<file path="src/hw/rtl/rfpf_pkg.sv">
`timescale 1ns / 1ps
package rfpf_pkg;

  localparam int unsigned DataW  = 32;
  localparam int unsigned BaseW  = 17;
  localparam int unsigned ResW   = 16;
  localparam int unsigned CutW   = 16;
  localparam int unsigned FracW  = 16;
  localparam int unsigned QuoW   = 23;
  localparam int unsigned FbW    = 24;
  localparam int unsigned McandW = 43;
  localparam int unsigned AccW   = McandW + 1;
  localparam int unsigned SumW   = AccW + 1;
  localparam int unsigned StepW  = 5;

  localparam logic [CutW-1:0]  CutMin   = 16'd655;
  localparam logic [CutW-1:0]  CutMax   = 16'd64881;
  localparam logic [BaseW-1:0] BaseRst  = 17'd32768;
  localparam logic [ResW-1:0]  ResRst   = 16'd32768;
  localparam logic [StepW-1:0] FbSteps  = 5'd24;
  localparam logic [StepW-1:0] CutSteps = 5'd16;
  localparam logic [StepW-1:0] DivSteps = 5'd23;

  typedef enum logic [2:0] {
    ST_IDLE,
    ST_DIV,
    ST_FB,
    ST_POLE,
    ST_OUT
  } state_e;

  typedef enum logic [0:0] {
    REG_BASE_CUTOFF,
    REG_RESONANCE
  } cfg_reg_e;

  typedef struct packed {
    logic                     start;
    logic signed [McandW-1:0] mcand;
    logic [FbW-1:0]           mplier;
    logic [StepW-1:0]         steps;
  } mul_req_t;

  typedef struct packed {
    logic            start;
    logic [ResW-1:0] res;
    logic [CutW-1:0] divisor;
  } div_req_t;

  localparam logic signed [SumW-1:0] SatMax = SumW'(signed'(32'h7fff_ffff));
  localparam logic signed [SumW-1:0] SatMin = SumW'(signed'(32'h8000_0000));

  function automatic logic signed [DataW-1:0] sat32(input logic signed [SumW-1:0] v);
    logic signed [DataW-1:0] r;
    if (v > SatMax) begin
      r = SatMax[DataW-1:0];
    end else if (v < SatMin) begin
      r = SatMin[DataW-1:0];
    end else begin
      r = v[DataW-1:0];
    end
    return r;
  endfunction

endpackage

</file>
<file path="src/hw/rtl/rfpf_div.sv">
`timescale 1ns / 1ps
module rfpf_div (
  input  logic                        clk_i,
  input  logic                        rst_ni,
  input  rfpf_pkg::div_req_t          req_i,
  output logic [rfpf_pkg::QuoW-1:0]   quo_o,
  output logic                        done_o
);
  import rfpf_pkg::*;

  logic             busy_q, busy_d;
  logic             done_q, done_d;
  logic [StepW-1:0] cnt_q, cnt_d;
  logic [CutW-1:0]  rem_q, rem_d;
  logic [CutW-1:0]  dvs_q, dvs_d;
  logic [QuoW-1:0]  qd_q, qd_d;
  logic [CutW:0]    trial;
  logic             ge;

  always_comb begin
    trial  = {rem_q, qd_q[QuoW-1]};
    ge     = trial >= {1'b0, dvs_q};
    busy_d = busy_q;
    done_d = 1'b0;
    cnt_d  = cnt_q;
    rem_d  = rem_q;
    dvs_d  = dvs_q;
    qd_d   = qd_q;
    if (req_i.start) begin
      busy_d = 1'b1;
      cnt_d  = DivSteps;
      rem_d  = CutW'(req_i.res[ResW-1:QuoW-FracW]);
      qd_d   = {req_i.res[QuoW-FracW-1:0], FracW'(0)};
      dvs_d  = req_i.divisor;
    end else if (busy_q) begin
      rem_d = ge ? CutW'(trial - {1'b0, dvs_q}) : trial[CutW-1:0];
      qd_d  = {qd_q[QuoW-2:0], ge};
      cnt_d = cnt_q - 1'b1;
      if (cnt_q == StepW'(1)) begin
        busy_d = 1'b0;
        done_d = 1'b1;
      end
    end
  end

  always_ff @(posedge clk_i or negedge rst_ni) begin
    if (!rst_ni) begin
      busy_q <= 1'b0;
      done_q <= 1'b0;
      cnt_q  <= '0;
    end else begin
      busy_q <= busy_d;
      done_q <= done_d;
      cnt_q  <= cnt_d;
    end
  end

  always_ff @(posedge clk_i) begin
    rem_q <= rem_d;
    dvs_q <= dvs_d;
    qd_q  <= qd_d;
  end

  assign quo_o  = qd_q;
  assign done_o = done_q;

endmodule

</file>
<file path="src/hw/rtl/rfpf_mul.sv">
`timescale 1ns / 1ps
module rfpf_mul (
  input  logic                              clk_i,
  input  logic                              rst_ni,
  input  rfpf_pkg::mul_req_t                req_i,
  output logic signed [rfpf_pkg::AccW-1:0]  hi_o,
  output logic [rfpf_pkg::FbW-1:0]          lo_o,
  output logic                              done_o
);
  import rfpf_pkg::*;

  logic                     busy_q, busy_d;
  logic                     done_q, done_d;
  logic [StepW-1:0]         cnt_q, cnt_d;
  logic signed [McandW-1:0] mcand_q, mcand_d;
  logic [FbW-1:0]           mplier_q, mplier_d;
  logic signed [AccW-1:0]   hi_q, hi_d;
  logic [FbW-1:0]           lo_q, lo_d;
  logic signed [AccW-1:0]   addend;
  logic signed [AccW-1:0]   sum;

  always_comb begin
    addend   = mplier_q[0] ? AccW'(mcand_q) : AccW'(0);
    sum      = hi_q + addend;
    busy_d   = busy_q;
    done_d   = 1'b0;
    cnt_d    = cnt_q;
    mcand_d  = mcand_q;
    mplier_d = mplier_q;
    hi_d     = hi_q;
    lo_d     = lo_q;
    if (req_i.start) begin
      busy_d   = 1'b1;
      cnt_d    = req_i.steps;
      mcand_d  = req_i.mcand;
      mplier_d = req_i.mplier;
      hi_d     = '0;
      lo_d     = '0;
    end else if (busy_q) begin
      hi_d     = sum >>> 1;
      lo_d     = {sum[0], lo_q[FbW-1:1]};
      mplier_d = {1'b0, mplier_q[FbW-1:1]};
      cnt_d    = cnt_q - 1'b1;
      if (cnt_q == StepW'(1)) begin
        busy_d = 1'b0;
        done_d = 1'b1;
      end
    end
  end

  always_ff @(posedge clk_i or negedge rst_ni) begin
    if (!rst_ni) begin
      busy_q <= 1'b0;
      done_q <= 1'b0;
      cnt_q  <= '0;
    end else begin
      busy_q <= busy_d;
      done_q <= done_d;
      cnt_q  <= cnt_d;
    end
  end

  always_ff @(posedge clk_i) begin
    mcand_q  <= mcand_d;
    mplier_q <= mplier_d;
    hi_q     <= hi_d;
    lo_q     <= lo_d;
  end

  assign hi_o   = hi_q;
  assign lo_o   = lo_q;
  assign done_o = done_q;

endmodule

</file>
<file path="src/hw/rtl/resonant_four_pole_filter.sv">
`timescale 1ns / 1ps
// Four cascaded one-pole stages with resonance feedback into the first stage,
// Q15.16 samples in and lowpass, bandpass and highpass out. From acceptance
// to a result in the output register, a restoring divider finds the feedback
// gain one quotient bit per cycle, then a single shift-add multiplier, one
// multiplier bit per cycle, forms the feedback product and the four stage
// products, with a handover between operations, and the output register is
// loaded once the previous result has been taken downstream. The next item
// can be taken as soon as the result sits in the output register, even if it
// is not yet taken downstream, so an item is accepted only once the previous
// one has reached the output register. Write configuration only while
// no item is in flight.
module resonant_four_pole_filter (
  input  logic         clk_i,
  input  logic         rst_ni,
  input  logic         s_axis_tvalid,
  output logic         s_axis_tready,
  input  logic [63:0]  s_axis_tdata,   // audio_in [31:0], cutoff_mod [63:32]
  output logic         m_axis_tvalid,
  input  logic         m_axis_tready,
  output logic [95:0]  m_axis_tdata,   // lowpass_out [31:0], bandpass_out [63:32],
                                       // highpass_out [95:64]
  input  logic         cfg_we_i,
  input  logic [0:0]   cfg_idx_i,
  input  logic [16:0]  cfg_data_i
);
  import rfpf_pkg::*;

  state_e                  state_q, state_d;
  logic [1:0]              k_q, k_d;
  logic [BaseW-1:0]        base_q;
  logic [ResW-1:0]         res_q;
  logic [CutW-1:0]         cut_q, cut_d;
  logic signed [DataW-1:0] x_q, x_d;
  logic signed [DataW-1:0] s1_q, s1_d, s2_q, s2_d, s3_q, s3_d, s4_q, s4_d;
  logic signed [DataW-1:0] lp_q, lp_d, bp_q, bp_d, hp_q, hp_d;
  logic                    m_valid_q, m_valid_d;

  logic                            s_fire;
  logic signed [DataW-1:0]         audio_in;
  logic signed [DataW-1:0]         cutoff_mod;
  logic signed [DataW+1:0]         cut_sum;
  logic [CutW-1:0]                 cut_clamp;
  logic [CutW:0]                   div_full;
  div_req_t                        div_req;
  logic [QuoW-1:0]                 div_quo;
  logic                            div_done;
  mul_req_t                        mul_req;
  logic signed [AccW-1:0]          mul_hi;
  logic [FbW-1:0]                  mul_lo;
  logic                            mul_done;
  logic signed [DataW:0]           diff12;
  logic signed [AccW+FbW-FracW-1:0] fb_prod;
  logic signed [AccW+FbW-FracW-1:0] term;
  logic signed [DataW-1:0]         cur, nxt, upd;

  assign audio_in   = s_axis_tdata[31:0];
  assign cutoff_mod = s_axis_tdata[63:32];
  assign s_fire     = s_axis_tvalid && s_axis_tready;

  assign cut_sum = (DataW+2)'($signed({1'b0, base_q})) + (DataW+2)'(cutoff_mod);

  always_comb begin
    if (cut_sum < (DataW+2)'($signed({1'b0, CutMin}))) begin
      cut_clamp = CutMin;
    end else if (cut_sum > (DataW+2)'($signed({1'b0, CutMax}))) begin
      cut_clamp = CutMax;
    end else begin
      cut_clamp = cut_sum[CutW-1:0];
    end
  end

  assign div_full        = {1'b1, CutW'(0)} - {1'b0, cut_clamp};
  assign div_req.start   = s_fire;
  assign div_req.res     = res_q;
  assign div_req.divisor = div_full[CutW-1:0];

  rfpf_div u_div (
    .clk_i  (clk_i),
    .rst_ni (rst_ni),
    .req_i  (div_req),
    .quo_o  (div_quo),
    .done_o (div_done)
  );

  rfpf_mul u_mul (
    .clk_i  (clk_i),
    .rst_ni (rst_ni),
    .req_i  (mul_req),
    .hi_o   (mul_hi),
    .lo_o   (mul_lo),
    .done_o (mul_done)
  );

  assign diff12  = (DataW+1)'(s1_q) - (DataW+1)'(s2_q);
  assign fb_prod = $signed({mul_hi, mul_lo[FbW-1:FracW]});
  assign term    = fb_prod + (AccW+FbW-FracW)'(x_q) - (AccW+FbW-FracW)'(s1_q);

  always_comb begin
    case (k_q)
      2'd0: begin
        cur = s1_q;
        nxt = s2_q;
      end
      2'd1: begin
        cur = s2_q;
        nxt = s3_q;
      end
      2'd2: begin
        cur = s3_q;
        nxt = s4_q;
      end
      default: begin
        cur = s4_q;
        nxt = s4_q;
      end
    endcase
  end

  assign upd = sat32(SumW'(cur) + SumW'(mul_hi));

  always_comb begin
    state_d        = state_q;
    k_d            = k_q;
    cut_d          = cut_q;
    x_d            = x_q;
    s1_d           = s1_q;
    s2_d           = s2_q;
    s3_d           = s3_q;
    s4_d           = s4_q;
    lp_d           = lp_q;
    bp_d           = bp_q;
    hp_d           = hp_q;
    m_valid_d      = m_valid_q && !m_axis_tready;
    s_axis_tready  = 1'b0;
    mul_req        = '0;
    case (state_q)
      ST_IDLE: begin
        s_axis_tready = 1'b1;
        if (s_axis_tvalid) begin
          x_d     = audio_in;
          cut_d   = cut_clamp;
          state_d = ST_DIV;
        end
      end
      ST_DIV: begin
        if (div_done) begin
          mul_req.start  = 1'b1;
          mul_req.mcand  = McandW'(diff12);
          mul_req.mplier = FbW'(res_q) + FbW'(div_quo);
          mul_req.steps  = FbSteps;
          state_d        = ST_FB;
        end
      end
      ST_FB: begin
        if (mul_done) begin
          mul_req.start  = 1'b1;
          mul_req.mcand  = McandW'(term);
          mul_req.mplier = FbW'(cut_q);
          mul_req.steps  = CutSteps;
          k_d            = 2'd0;
          state_d        = ST_POLE;
        end
      end
      ST_POLE: begin
        if (mul_done) begin
          case (k_q)
            2'd0:    s1_d = upd;
            2'd1:    s2_d = upd;
            2'd2:    s3_d = upd;
            default: s4_d = upd;
          endcase
          if (k_q == 2'd3) begin
            state_d = ST_OUT;
          end else begin
            mul_req.start  = 1'b1;
            mul_req.mcand  = McandW'(upd) - McandW'(nxt);
            mul_req.mplier = FbW'(cut_q);
            mul_req.steps  = CutSteps;
            k_d            = k_q + 2'd1;
          end
        end
      end
      ST_OUT: begin
        if (!m_valid_q || m_axis_tready) begin
          lp_d      = s4_q;
          bp_d      = sat32(SumW'(s1_q) - SumW'(s4_q));
          hp_d      = sat32(SumW'(x_q) - SumW'(s4_q));
          m_valid_d = 1'b1;
          state_d   = ST_IDLE;
        end
      end
      default: begin
        state_d = ST_IDLE;
      end
    endcase
  end

  always_ff @(posedge clk_i or negedge rst_ni) begin
    if (!rst_ni) begin
      state_q   <= ST_IDLE;
      k_q       <= '0;
      m_valid_q <= 1'b0;
      s1_q      <= '0;
      s2_q      <= '0;
      s3_q      <= '0;
      s4_q      <= '0;
    end else begin
      state_q   <= state_d;
      k_q       <= k_d;
      m_valid_q <= m_valid_d;
      s1_q      <= s1_d;
      s2_q      <= s2_d;
      s3_q      <= s3_d;
      s4_q      <= s4_d;
    end
  end

  always_ff @(posedge clk_i or negedge rst_ni) begin
    if (!rst_ni) begin
      base_q <= BaseRst;
      res_q  <= ResRst;
    end else if (cfg_we_i) begin
      case (cfg_reg_e'(cfg_idx_i))
        REG_BASE_CUTOFF: base_q <= cfg_data_i[BaseW-1:0];
        REG_RESONANCE:   res_q  <= cfg_data_i[ResW-1:0];
        default: begin
          base_q <= base_q;
        end
      endcase
    end
  end

  always_ff @(posedge clk_i) begin
    cut_q <= cut_d;
    x_q   <= x_d;
    lp_q  <= lp_d;
    bp_q  <= bp_d;
    hp_q  <= hp_d;
  end

  assign m_axis_tvalid = m_valid_q;
  assign m_axis_tdata  = {hp_q, bp_q, lp_q};

`ifndef SYNTHESIS
  a_cut_range: assert property (@(posedge clk_i) disable iff (!rst_ni)
    (state_q != ST_IDLE) |-> (cut_q >= CutMin && cut_q <= CutMax))
    else $error("cutoff coefficient out of range while busy");

  a_fire_div: assert property (@(posedge clk_i) disable iff (!rst_ni)
    s_fire |=> (state_q == ST_DIV))
    else $error("accepted item did not start the divider phase");

  a_div_done: assert property (@(posedge clk_i) disable iff (!rst_ni)
    div_done |-> (state_q == ST_DIV))
    else $error("divider finished outside the divider phase");

  a_mul_done: assert property (@(posedge clk_i) disable iff (!rst_ni)
    mul_done |-> (state_q == ST_FB || state_q == ST_POLE))
    else $error("multiplier finished outside a multiply phase");
`endif

endmodule

</file>
<file path="config.mk">
export PLATFORM = sky130hd
export DESIGN_NAME = resonant_four_pole_filter
export DESIGN_NICKNAME = d
export VERILOG_FILES = /design/src/hw/rtl/rfpf_pkg.sv /design/src/hw/rtl/rfpf_div.sv /design/src/hw/rtl/rfpf_mul.sv /design/src/hw/rtl/resonant_four_pole_filter.sv
export SDC_FILE = /design/constraint.sdc
export NUM_CORES = 2
export LEC_CHECK = 0
export ABC_AREA = 1
export BUFFER_PORTS_ARGS = -buffer_cell sky130_fd_sc_hd__buf_2
export CAP_MARGIN = 20
export CORE_ASPECT_RATIO = 0.75
export CORE_UTILIZATION = 60
export DETAILED_ROUTE_END_ITERATION = 10
export PLACE_DENSITY = 0.78
export SLEW_MARGIN = 15
export SYNTH_ARGS = -nofsm -noshare
export SYNTH_HDL_FRONTEND = slang
export SYNTH_SLANG_ARGS = --single-unit
</file>
<file path="constraint.sdc">
create_clock -name clk_i -period 11.8 [get_ports clk_i]
set_input_delay 0.59 -clock clk_i [delete_from_list [all_inputs] [get_ports clk_i]]
set_output_delay 0.59 -clock clk_i [all_outputs]
set_load 0.01 [all_outputs]
</file>
[Yosys cells after proc, flatten, opt, wreduce, memory -nomap -nowiden]
Cells that the tools add are included.
Operators by class
  add/sub/neg operators: 15
  $lt $le $gt $ge: 9
  eq/ne operators: 16
  muxes and demuxes: 51
  bitwise gates (word level): 2
  reductions and logical operators: 21
Operators by type and width (number)
  two-way mux 73 bit: 4
  case mux 73 bit (3 select lines): 1
  subtractor 32 x 32 -> 33 bit: 4
  two-way mux 32 bit: 4
  case mux 32 bit (3 select lines): 1
  > comparator 33 x 32 -> 1 bit, second input constant: 2
  < comparator 33 x 32 -> 1 bit, second input constant: 2
  case mux 32 bit (2 select lines): 1
  two-way mux 16 bit: 3
  two-way mux 24 bit: 2
  two-way mux 23 bit: 2
  adder 32 x 43 -> 44 bit: 1
  adder 43 x 44 -> 44 bit: 1
  > comparator 44 x 32 -> 1 bit, second input constant: 1
  < comparator 44 x 32 -> 1 bit, second input constant: 1
  two-way mux 44 bit: 1
  adder 43 x 32 -> 43 bit: 1
  subtractor 43 x 32 -> 43 bit: 1
  adder 18 x 32 -> 33 bit: 1
  > comparator 33 x 17 -> 1 bit, second input constant: 1
  < comparator 33 x 11 -> 1 bit, second input constant: 1
  adder 16 x 23 -> 24 bit: 1
  two-way mux 5 bit: 4
  two-way mux 3 bit: 6
  other kinds (30): 67
Word-level totals
  bits in registers: 514
  input bits: 87
  output and inout bits: 98
  word-level logic and storage cells: 143

[Depth between registers and ports, before layout]
  depth in word-level cells: 11
  mapped depth: 45
  gate-level depth less buffers: 42

[Modules after synthesis]
From an unflattened synthesis, not the netlist that was laid out.
Second synthesis, totals
  cell total of the unflattened synthesis: 6017
  area, all modules: 42208.0 µm²
Modules (own cells, without submodules)
  resonant_four_pole_filter: times used 1, cells each 4317, area each 29922.4 µm², sequential area each 8505.7 µm²
  rfpf_mul: times used 1, cells each 1256, area each 8764.7 µm², sequential area each 3528.4 µm²
  rfpf_div: times used 1, cells each 444, area each 3520.9 µm², sequential area each 1596.5 µm²

[Least setup slack after synthesis]
No wires, ideal clock.
  kind: register to register
  start: register k_q[0]
  end: register u_mul.mcand_q[32] (data pin)
  library setup time: 0.258 ns
  data arrival time: 6.106 ns
  required time: 11.542 ns
  slack: 5.436 ns
  stages on the path, launching flop included: 42
  buffers on the path: 4
  clock period less this slack: 6.364 ns
  cells stage by stage: dfrtp_1 > inv_1 > ha_1 > clkbuf_1 > clkbuf_1 > a211oi_1 > a21oi_1 > ha_1 > nand2_1 > nor2_1 > inv_1 > nor3_1 > inv_1 > nor2_1 > nand3_1 > nand3_1 > a31o_2 > or2_2 > [... 6 more ...] > inv_1 > fa_1 > nand2_1 > o21ai_0 > a21oi_1 > o21ai_0 > nand2_1 > nand2_1 > a21oi_1 > o21ai_0 > nand3_1 > nand4_1 > or2_2 > nand3_1 > nand2_1 > inv_1 > buf_2 > nand2_1
RTL lines
  start, declared: line resonant_four_pole_filter.sv:30  | logic [1:0] k_q, k_d;
  start signal, assigned: line resonant_four_pole_filter.sv:210  | k_q <= k_d;
  end signal, assigned: line rfpf_mul.sv:64  | mcand_q <= mcand_d;
  end, declared: line rfpf_mul.sv:15  | logic signed [McandW-1:0] mcand_q, mcand_d;

==> out/qor.txt <==
Status: complete, but fails checks
Failing checks: DRC
Number of top-level pins: 185
Endpoint required time on the critical path: 12180 ps
Overall overflow remaining after global route: 0
All-layer global routing usage: 42.60%
Routed WL per cell: 22.15 um
Clk pin slew, worst setup/hold paths: 70 ps
Count of final max-slew check failures: 0
Detail-routed via count per cell: 6.131
Worst relative slew slack: 23.26%
Data arrival time of the worst path: 9250 ps
Final std cells w/o fill: 6667
Net count after synthesis: 6060
Master cell of the clock root buffer: sky130_fd_sc_hd__clkbuf_16
Number of buffers created by CTS: 53
Hpwl dp: 116900 um
Net switching power of the design: 1409 uW
Inst Count DP: 6563
Most used cell along the critical path: sky130_fd_sc_hd__nand2_1
Endpoint of the most critical register-to-register path: u_mul.mcand_q[33]
Count of cells along the worst register-to-register path: 41
Crit. Startpoint: k_q[1]
Count of input and output buffers: 184
Full die area: 68290 um2
X dimension of the die: 301.4 um
Sum of negative setup slack: 0 ps
Type of the worst min-delay path: in2reg
Synth Instances: 5603
Post-route minimum period: 8872 ps
Switching share of power: 30.80%
Crit end category: register
Share of layout cells above drive strength 1: 7.867%
Number of setup violations in the final report: 0
Max incr delay on CP: 540 ps
Highest achievable clock rate: 0.1127 GHz
Final Wtd Congestion: 1.160
Number of cell rows: 81
Post-CTS setup buffer count: 0
Share of synthesized flip-flops with an asynchronous set or reset: 36.42%
RR Startpoint: k_q[1]
Final Hold Vio Count: 0
Hold Crit Endpoint: x_q[20]
Count of different cell masters after synthesis: 70
Initial antenna violation count: 2
Pin count of the biggest net entering global routing: 76
Hold_buf cts: 1
Proportion of power drawn by flip-flops and latches: 43.8%
MaxCap Viol Count: 0
Area delta synth->final: 8.995%
CTS H-Tree Depth: 2
Number of flops mapped to enable cells by yosys: 242
Largest vdd supply drop: 173.1 uV
Register bit count reported by yosys: 497
First-pass iteration count of the detailed router: 11
Std-Cell Core Area: 65880 um2
Areal power density over the cells: 104.0 nW/um2
Violation count after the first detailed-route iteration: 5371
Max stage delay cell, worst path: sky130_fd_sc_hd__buf_4
Setup repair after global routing missed its margin: no
Worst skew pair latency: 670 ps
CTS tree: done
Fillers: 5675
Routed WL: 147600 um
Most common cell after layout, fill and taps aside: sky130_fd_sc_hd__nand2_1
Worst Max-Slew Pin Slew: 1148 ps
Post-CTS Resized: 0
CP Max Fanout: 46
Post-Synthesis Cell Area: 40340 um2
Hold Path Stages: 1
Classification of the worst setup path: reg2reg
Avg Cell Area, Syn: 7.200 um2
Main synth FF type: sky130_fd_sc_hd__edfxtp_1
Kind of launch point of the worst setup path: register
Via count of the first global-routing pass: 37254
Sequential-to-total area share from yosys stat: 32.92%
Maximum count of clock buffers along a single path: 3
Combinational fraction of design power: 17.5%
Worst setup skew after layout: 51.59 ps
Remaining number of nets flagged by the antenna check after routing: 0
Initial core utilization: 61.24%
Wire length of the first global-routing pass: 220500 um
Lkg Pwr: 0.02123 uW
DRC violations left: 10
Antenna diode instance count: 0
Clk sinks: 497
Reg2reg setup slack: 2930 ps
Leading cell types in the layout, fill and taps excluded: 1458 x sky130_fd_sc_hd__nand2_1, 833 x sky130_fd_sc_hd__inv_1, 552 x sky130_fd_sc_hd__a21oi_1
Clock power share: 38.7%
Internal power component: 3165 uW
Number of warnings reported in the yosys synthesis log: 0
Vias after detailed routing: 40878
Number of nets in the final layout: 6208
Die H: 226.6 um
Launch point of the worst hold path: s_axis_tdata[20]
Post-route clock period utilization: 75.19%
==> cell families after synthesis <==
| kind of cell | share of synthesized area [%] |
|---|---|
| simple gates | 23.58 |
| buf+inv | 9.326 |
| xor+xnor | 3.669 |
| flops | 32.92 |
| fa+ha+maj | 12.42 |
| compound gates | 18.05 |
| mux | 0.02791 |
==> stage by stage <==
step                hold WS [ps]  setup slack [ps]  power [uW]  util [%]  area, um2
CTS                        92.02              3294        4556     66.68      43930
detailed placement         465.0              3382        2805     63.95      42130
floorplan                  294.4              5436        2581         -      40340
global placement           462.0              3116        2774     63.92      42110
finish                     110.2              2928        4574     66.75      43970
global route               92.49              2358        4734     66.75      43970
==> cells in the mapped netlist (6+ instances only) <==
library cell,number,area [um2]
sky130_fd_sc_hd__nand2_1,1459,5477
sky130_fd_sc_hd__buf_4,7,52.55
sky130_fd_sc_hd__nand3_2,6,60.06
sky130_fd_sc_hd__xor2_1,96,840.8
sky130_fd_sc_hd__a31oi_1,39,244.0
sky130_fd_sc_hd__dfrtp_1,179,4479
sky130_fd_sc_hd__nand4_1,56,350.3
sky130_fd_sc_hd__nand2_2,48,300.3
sky130_fd_sc_hd__o21ai_1,23,115.1
sky130_fd_sc_hd__edfxtp_1,242,7267
sky130_fd_sc_hd__o221ai_1,10,87.58
sky130_fd_sc_hd__o21bai_1,22,165.2
sky130_fd_sc_hd__nor2_2,15,93.84
sky130_fd_sc_hd__a31o_2,6,52.55
sky130_fd_sc_hd__buf_1,12,45.04
sky130_fd_sc_hd__o21ai_0,362,1812
sky130_fd_sc_hd__o311ai_0,9,78.83
sky130_fd_sc_hd__a21boi_0,10,75.07
sky130_fd_sc_hd__o22ai_1,80,500.5
sky130_fd_sc_hd__a21oi_1,554,2773
sky130_fd_sc_hd__a22o_1,7,61.31
sky130_fd_sc_hd__nand3_1,218,1091
sky130_fd_sc_hd__or2_2,28,175.2
sky130_fd_sc_hd__and3_1,7,43.79
sky130_fd_sc_hd__ha_1,319,3991
sky130_fd_sc_hd__nand3b_1,8,60.06
sky130_fd_sc_hd__o211ai_1,34,255.2
sky130_fd_sc_hd__a211oi_1,39,292.8
sky130_fd_sc_hd__clkbuf_1,97,364.1
sky130_fd_sc_hd__a21o_1,22,165.2
sky130_fd_sc_hd__inv_1,835,3134
sky130_fd_sc_hd__nor3_1,36,180.2
sky130_fd_sc_hd__buf_2,6,30.03
sky130_fd_sc_hd__inv_2,16,60.06
sky130_fd_sc_hd__a22oi_1,18,135.1
sky130_fd_sc_hd__clkinv_1,9,33.78
sky130_fd_sc_hd__dfxtp_1,74,1481
sky130_fd_sc_hd__o21a_1,23,172.7
sky130_fd_sc_hd__nor2_1,373,1400
sky130_fd_sc_hd__nor4_1,18,112.6
sky130_fd_sc_hd__xnor2_1,73,639.4
sky130_fd_sc_hd__a221oi_1,8,70.07
sky130_fd_sc_hd__fa_1,51,1021
==> flip-flops by register name (all words and copies together), names as in the netlist, 8 cells and up <==
name / count
base_q: 17
bp_q: 32
cut_q: 16
hp_q: 32
lp_q: 32
res_q: 16
s1_q: 32
s2_q: 32
s3_q: 32
s4_q: 32
u_div.dvs_q: 15
u_div.quo_o: 23
u_div.rem_q: 16
u_mul.hi_o: 43
u_mul.lo_o: 8
u_mul.mcand_q: 43
u_mul.mplier_q: 24
x_q: 32
==> metal layers <==
metal  share of wire [%]  global-route usage (%)  routed length [um]  vias up
li1                    -                       -                   -    18967
met1                  41                   57.95               60220    18856
met2                  42                   63.67               61860     2599
met3                  12                   10.07               17400      456
met4                 5.5                   20.63                8167        0
met5                   0                       0                   0        -
==> final cells by class <==
type / instances / area, um2 / share of cell area [%]
clock buffers: 63 / 1416 / 3.221
clock inverters: 37 / 374.1 / 0.8508
inverters: 860 / 3228 / 7.342
multi-input cells: 4120 / 23360 / 53.12
flip-flops and latches: 497 / 13280 / 30.20
well taps: 871 / 1090 / 2.479
repair buffers: 219 / 1222 / 2.780
==> how the worst max path moves through the flow <==
stage	end	slack (ps)	cells past startpoint
6_report	u_mul.mcand_q[33]	2930	41
5_1_grt	u_mul.mcand_q[33]	2360	41
4_1_cts	u_mul.mcand_q[33]	3290	41
3_5_place_dp	u_mul.mcand_q[33]	3380	42
3_3_place_gp	u_mul.mcand_q[33]	3120	38
2_1_floorplan	u_mul.mcand_q[32]	5440	41
==> critical path, delay by kind of cell (launching register included) <==
family	cells	cell delay, ps
xor+xnor	1	320
flops	1	380
simple gates	20	2740
buf+inv	6	1800
compound gates	10	2070
fa+ha+maj	4	1220
==> power groups by stage <==
stage	logic (uW)	registers, uW	clock network (uW)
detailed placement	774	2030	0
floorplan	584	2000	0
finish	801	2000	1770
global route	893	2010	1830
CTS	786	2000	1770
global placement	747	2030	0
Note: power is estimated with default switching activity, not from simulation.
